`config.mk`:
```
export PLATFORM = sky130hd
export DESIGN_NAME = mec_ctrl
export DESIGN_NICKNAME = d
export VERILOG_FILES = /design/src/hw/rtl/mec_pkg.sv /design/src/hw/rtl/mec_ctrl.sv
export VERILOG_INCLUDE_DIRS = /design/src /design/src/hw/rtl
export SDC_FILE = /design/constraint.sdc
export NUM_CORES = 1
export LEC_CHECK = 0
export BUFFER_PORTS_ARGS = -buffer_cell sky130_fd_sc_hd__buf_2
export CAP_MARGIN = 20
export CELL_PAD_IN_SITES_DETAIL_PLACEMENT = 1
export CELL_PAD_IN_SITES_GLOBAL_PLACEMENT = 1
export CORE_MARGIN = 3
export CORE_UTILIZATION = 29
export CTS_BUF_LIST = sky130_fd_sc_hd__clkbuf_2
export DETAILED_ROUTE_END_ITERATION = 6
export PLACE_DENSITY = 0.87
export SYNTH_ARGS = -nofsm -noshare
export SYNTH_HDL_FRONTEND = slang
export SYNTH_SLANG_ARGS = --single-unit
```
`constraint.sdc`:
```
create_clock -name clk -period 1.4 [get_ports clk]
set_clock_uncertainty 0.2 [all_clocks]
set_input_delay 0.28 -clock clk [delete_from_list [all_inputs] [get_ports clk]]
set_output_delay 0.28 -clock clk [all_outputs]
set_load 0.01 [all_outputs]
```
`src/hw/rtl/mandelbrot_escape_colorizer_top_macros.svh`:
```
// Assertion macros shared by the modules of the escape-time colorizer.
// Each macro checks a property on the rising edge of the given clock and is
// disabled while the given reset is high.
`ifndef MANDELBROT_ESCAPE_COLORIZER_TOP_MACROS_SVH
`define MANDELBROT_ESCAPE_COLORIZER_TOP_MACROS_SVH

`ifndef ASSERT_OFF
// Same-cycle implication.
`define MEC_ASSERT_IMP(label, clk, rst, ante, cons) \
  label: assert property (@(posedge clk) disable iff (rst) (ante) |-> (cons)) \
    else $error("mec assertion failed");
// Next-cycle implication.
`define MEC_ASSERT_NXT(label, clk, rst, ante, cons) \
  label: assert property (@(posedge clk) disable iff (rst) (ante) |=> (cons)) \
    else $error("mec assertion failed");
`else
`define MEC_ASSERT_IMP(label, clk, rst, ante, cons)
`define MEC_ASSERT_NXT(label, clk, rst, ante, cons)
`endif

`endif

```
`src/hw/rtl/mec_pkg.sv`:
```
package mec_pkg;

  localparam int FRAC_BITS  = 28;
  localparam int COUNT_BITS = 12;

  // Fixed field widths.
  localparam int CFG_W   = 32;
  localparam int STEP_W  = 28;
  localparam int SIZE_W  = 13;
  localparam int PIX_W   = 12;
  localparam int CH_W    = 8;
  localparam int ESC_W   = 12;
  localparam int LIM_F_W = 12;
  localparam int CH_MAX  = 255;

  // Coordinate set-up: products of size or pixel by step, and the point c.
  localparam int SPAN_W = SIZE_W + STEP_W;
  localparam int C_W    = SPAN_W + 2;

  // Iteration datapath.
  localparam int A_W   = FRAC_BITS + 2;
  localparam int MAG_W = FRAC_BITS + 1;
  localparam int P_W   = 2 * MAG_W;
  localparam int SQ_W  = FRAC_BITS + 2;
  localparam int AB_W  = FRAC_BITS + 3;
  localparam int Z_W   = ((C_W > FRAC_BITS + 3) ? C_W : FRAC_BITS + 3) + 2;

  // Coloring: hue position and the shared divider.
  localparam int N_W    = COUNT_BITS + 3;
  localparam int NS_W   = N_W + 1;
  localparam int NUM_W  = COUNT_BITS + 9;
  localparam int DEN_W  = COUNT_BITS + 1;
  localparam int DCNT_W = $clog2(NUM_W + 1);

  typedef logic [2:0] cfg_idx_t;
  localparam cfg_idx_t CFG_CENTER_RE = 3'd0;
  localparam cfg_idx_t CFG_CENTER_IM = 3'd1;
  localparam cfg_idx_t CFG_STEP      = 3'd2;
  localparam cfg_idx_t CFG_LIMIT     = 3'd3;
  localparam cfg_idx_t CFG_SCHEME    = 3'd4;
  localparam cfg_idx_t CFG_WIDTH     = 3'd5;
  localparam cfg_idx_t CFG_HEIGHT    = 3'd6;

  typedef logic [2:0] scheme_t;
  localparam scheme_t SCHEME_RAINBOW = 3'd0;
  localparam scheme_t SCHEME_HUE180  = 3'd1;
  localparam scheme_t SCHEME_HUE240  = 3'd2;
  localparam scheme_t SCHEME_HUE60   = 3'd3;
  localparam scheme_t SCHEME_GRAY    = 3'd4;
  localparam scheme_t SCHEME_WHITE   = 3'd5;

  typedef enum logic [1:0] {
    DIV_SECTOR,
    DIV_RAMP,
    DIV_GRAY
  } div_sel_t;

  typedef enum logic [3:0] {
    S_IDLE,
    S_SETUP_MUL,
    S_SETUP_SUM,
    S_ITER_ADD,
    S_ITER_MUL,
    S_HUE_PREP,
    S_DIV_SECTOR,
    S_WAIT_SECTOR,
    S_DIV_RAMP,
    S_WAIT_RAMP,
    S_DIV_GRAY,
    S_WAIT_GRAY,
    S_FINISH
  } ctrl_state_t;

  typedef struct packed {
    logic     load_pixel;
    logic     setup_mul;
    logic     setup_sum;
    logic     iter_add;
    logic     iter_mul;
    logic     hue_prep;
    logic     div_start;
    div_sel_t div_sel;
    logic     out_load;
  } cmd_t;

  typedef struct packed {
    logic sum_esc;
    logic mag_esc;
    logic lim_hit;
    logic hue_mode;
    logic gray_mode;
    logic div_busy;
  } status_t;

  // Hue offset of a scheme in sectors of 60 degrees.
  function automatic logic [2:0] hue_shift(input scheme_t s);
    logic [2:0] k;
    unique case (s)
      SCHEME_HUE180: k = 3'd3;
      SCHEME_HUE240: k = 3'd4;
      SCHEME_HUE60:  k = 3'd1;
      default:       k = 3'd0;
    endcase
    return k;
  endfunction

endpackage

```
`src/hw/rtl/mec_ctrl.sv`:
```
`include "mandelbrot_escape_colorizer_top_macros.svh"

// Sequencer for one pixel at a time, plus the result valid flag.
module mec_ctrl (
  input  logic             clk,
  input  logic             rst,
  input  logic             in_valid,
  output logic             in_ready,
  output logic             out_valid,
  input  logic             out_ready,
  input  mec_pkg::status_t status,
  output mec_pkg::cmd_t    cmd
);
  import mec_pkg::*;

  ctrl_state_t state, state_next;
  logic        out_valid_next;

  always_ff @(posedge clk) begin
    if (rst) begin
      state     <= S_IDLE;
      out_valid <= 1'b0;
    end else begin
      state     <= state_next;
      out_valid <= out_valid_next;
    end
  end

  always_comb begin
    ctrl_state_t esc_next;

    state_next  = state;
    cmd         = '0;
    cmd.div_sel = DIV_SECTOR;
    in_ready    = 1'b0;

    priority if (status.hue_mode) esc_next = S_HUE_PREP;
    else if (status.gray_mode) esc_next = S_DIV_GRAY;
    else esc_next = S_FINISH;

    unique case (state)
      S_IDLE: begin
        in_ready = 1'b1;
        if (in_valid) begin
          cmd.load_pixel = 1'b1;
          state_next     = S_SETUP_MUL;
        end
      end
      S_SETUP_MUL: begin
        cmd.setup_mul = 1'b1;
        state_next    = S_SETUP_SUM;
      end
      S_SETUP_SUM: begin
        cmd.setup_sum = 1'b1;
        state_next    = S_ITER_ADD;
      end
      S_ITER_ADD: begin
        cmd.iter_add = 1'b1;
        priority if (status.sum_esc) state_next = esc_next;
        else if (status.lim_hit) state_next = S_FINISH;
        else if (status.mag_esc) state_next = esc_next;
        else state_next = S_ITER_MUL;
      end
      S_ITER_MUL: begin
        cmd.iter_mul = 1'b1;
        state_next   = S_ITER_ADD;
      end
      S_HUE_PREP: begin
        cmd.hue_prep = 1'b1;
        state_next   = S_DIV_SECTOR;
      end
      S_DIV_SECTOR: begin
        cmd.div_start = 1'b1;
        cmd.div_sel   = DIV_SECTOR;
        state_next    = S_WAIT_SECTOR;
      end
      S_WAIT_SECTOR: begin
        if (!status.div_busy) state_next = S_DIV_RAMP;
      end
      S_DIV_RAMP: begin
        cmd.div_start = 1'b1;
        cmd.div_sel   = DIV_RAMP;
        state_next    = S_WAIT_RAMP;
      end
      S_WAIT_RAMP: begin
        if (!status.div_busy) state_next = S_FINISH;
      end
      S_DIV_GRAY: begin
        cmd.div_start = 1'b1;
        cmd.div_sel   = DIV_GRAY;
        state_next    = S_WAIT_GRAY;
      end
      S_WAIT_GRAY: begin
        if (!status.div_busy) state_next = S_FINISH;
      end
      S_FINISH: begin
        if (!out_valid || out_ready) begin
          cmd.out_load = 1'b1;
          state_next   = S_IDLE;
        end
      end
      default: state_next = S_IDLE;
    endcase

    if (cmd.out_load) out_valid_next = 1'b1;
    else if (out_ready) out_valid_next = 1'b0;
    else out_valid_next = out_valid;
  end

  `MEC_ASSERT_IMP(a_no_overwrite, clk, rst, cmd.out_load, !out_valid || out_ready)
  `MEC_ASSERT_IMP(a_div_start_idle, clk, rst, cmd.div_start, !status.div_busy)

endmodule
```
==> impl_results.md <==
* Status: finished with violations
* Failing checks: negative setup slack
* Largest family of logic cells by synthesized area: simple AND/OR/NAND/NOR gates
* WP data required at 920 ps
* Fraction of the mapped netlist area in adder cells at 0
* # hold bufs at CTS at 0
* Worst vdd ir at 478 uV
* Slew @ Worst Pin at 348 ps
* Final period util at 1.24
* Initial antenna violation count at 0
* Design area at 1040 um^2
* Worst-Skew Late Latency at 230 ps
* Hold crit path type: in -> reg
* Power per cell area at 806 nW/um^2
* Placed Cells at 108
* Largest net degree at the start of global routing at 11
* Total Power at 840 uW
* First-pass GRT wire length at 3190 um
* CTS root buf: clkbuf_2
* I/O pin cnt at 22
* Final Hold Fails at 0
* Initial cell density of the core at 0.314
* RSZ-0062 raised after global routing: yes
* Largest delay contributor family on the critical path: simple AND/OR/NAND/NOR gates
* Met1 usage at 0.252
* 1st-iter DRT viols at 7
* CTS Sinks at 5
* Clk buf depth at 2
* WL/cell at 22.0 um
* Slew headroom at 0.768
* Mux share of post-synthesis cell area at 0
* Final GP Congestion at 0.853
* Register area share after synthesis at 0.209
* Synth unique cells at 33
* CTS tree: built
* CP peak stage delay at 380 ps
* Post-route DRC at 0
* GR Overflow Total at 0
* Ratio of cells with drive above 1 in the final layout at 0.710
* Core footprint at 1520 um^2
* Worst setup margin at -333 ps
* Die span in y at 46.6 um
* GR Util All Layers at 0.208
* Max-Cap Viols at 0
* Reg clk slew, reported paths at 60 ps
* Mapped Nets at 73
* Post-detail-place hpwl at 1330 um
* Fin crit period at 1730 ps
* Port Buffers at 21
* Crit-path cells: nor4_4, and2_1, buf_2
* Avg Vias per Cell at 5.49
* Placed cell area at 689 um^2
* Vias in the first global route at 681
* DIE AREA at 2170 um^2
* Yosys reg bits at 5
* Synth Flop Type: dfxtp_1
* Warnings, synthesis at 0
* LEAKAGE at 0.000463 uW
* Post-Syn Area at 478 um^2
* Total routed wirelength at 2710 um
* Final setup viols at 15
* Pre-antenna DRT Iters at 4
* Mean Syn Cell Area at 7.59 um^2
* H-tree levels at 1
* Worst EP arrival at 1250 ps
* GR met3 Demand/Resource at 0.0391
* Die width at 46.6 um
* Layout Cells excl Fill at 123
* XOR/XNOR Fraction of Synth Area at 0.0183
* Met2 Use GR at 0.371
* Post-DRT Antenna Nets at 0
* Critical Path Source Type: register
* Num CTS Buffers at 3
* Slowest cell on crit path: dfxtp_4
* Via count at 675
* Compound-Gate Fraction of Synth Area at 0.277
* Post-synth EDFFs at 0
* CP bufs+invs at 1
* FFs w/ async S/R, synth at 0
* CP Max Fanout at 5
* WS Path Type: reg -> out
* Area Overhead vs Synth at 118%
* N_diodes at 0
* Slew Limit Fails at 0
* Gr busiest metal: met2
* Nets at 118
* FP Rows at 14
* Mapped Cells at 63
* Synth Area in Simple Gates at 0.401
* CP Capture Type: output pin
* F_max at 577 MHz
[stage by stage]
| step | util | hold slack (ps) | TNS [ps] | setup slack, ps |
|---|---|---|---|---|
| after floorplan | - | 149 | -227 | -88.7 |
| after global placement | 0.452 | 280 | -760 | -113 |
| after detailed placement | 0.452 | 284 | -1160 | -164 |
| after CTS | 0.560 | 25.9 | -3280 | -279 |
| after global routing | 0.684 | 50.0 | -4450 | -374 |
| final | 0.684 | 58.1 | -3810 | -333 |
[final timing paths]
| check | startpoint | to | slack [ps] | cells after the start |
|---|---|---|---|---|
| max | state[3] | cmd[9] | -330 | 3 |
| min | rst | state[1] | 60 | 2 |
| max reg2reg | state[3] | state[3] | -320 | 5 |
| min reg2reg | out_valid | out_valid | 410 | 2 |
[cells in the mapped netlist, drive strengths merged (2+ instances only)]
master	count	area, um^2
a21oi	5	28.8
buf	5	33.8
dfxtp	5	100
inv	3	11.3
nand2	4	15.0
nand2b	6	37.5
nor2	5	18.8
nor2b	4	25.0
nor3	6	30.0
o21ai	2	10.0
[layout make-up]
type                            count  area, um^2
Clock buffer                        4        20.0
Fill cell                         168         482
Inverter                            3        23.8
Multi-Input combinational cell     50         492
Sequential cell                     5         115
Tap cell                           16        20.0
Timing Repair Buffer               45         372
[cell families (layout without fill, tap and decap cells)]
group                     count (synthesis)  after routing
and+or+nand+nor                          32             32
DFF                                       5              5
buffers and inverters                     8             52
AOI/OAI and AO/OA                        17             17
xor gates and xnor gates                  1              1
[what timing repair did]
action / 4_1_cts / 5_1_grt
cloned: 0 / 1
gates resized for setup: 24 / 26
buffers inserted: 6 / 4
pin swaps: 5 / 6
setup endpoints to repair: 15 / 15
[report_power, final]
| group | leakage, uW | switching [uW] | total, uW | internal (uW) |
|---|---|---|---|---|
| Sequential | 0.0000436 | 32.5 | 189 | 156 |
| Clock | 0.0000166 | 65.5 | 141 | 75.7 |
| Combinational | 0.000403 | 237 | 510 | 273 |
| Total | 0.000463 | 335 | 840 | 505 |
[routing by layer]
metal,routed length (um),vias to the layer above
li1,-,318
met1,1150,337
met2,1430,14
met3,72,6
met4,59,0
met5,0,-
[cell usage in the layout (no fill, tap or decap), drive strengths merged, types with 2 or more instances in the layout]
cell / n
nand2b: 6
buf: 44
a21oi: 5
nor3: 6
clkbuf: 5
nor2b: 4
inv: 2
nand2: 4
dfxtp: 5
o21ai: 2
nor2: 5
[state kept, by name (all words and copies together) (netlist names)]
| name | count |
|---|---|
| state | 4 |
| out_valid | 1 |
No activity file was read; power rests on OpenSTA's default activity.
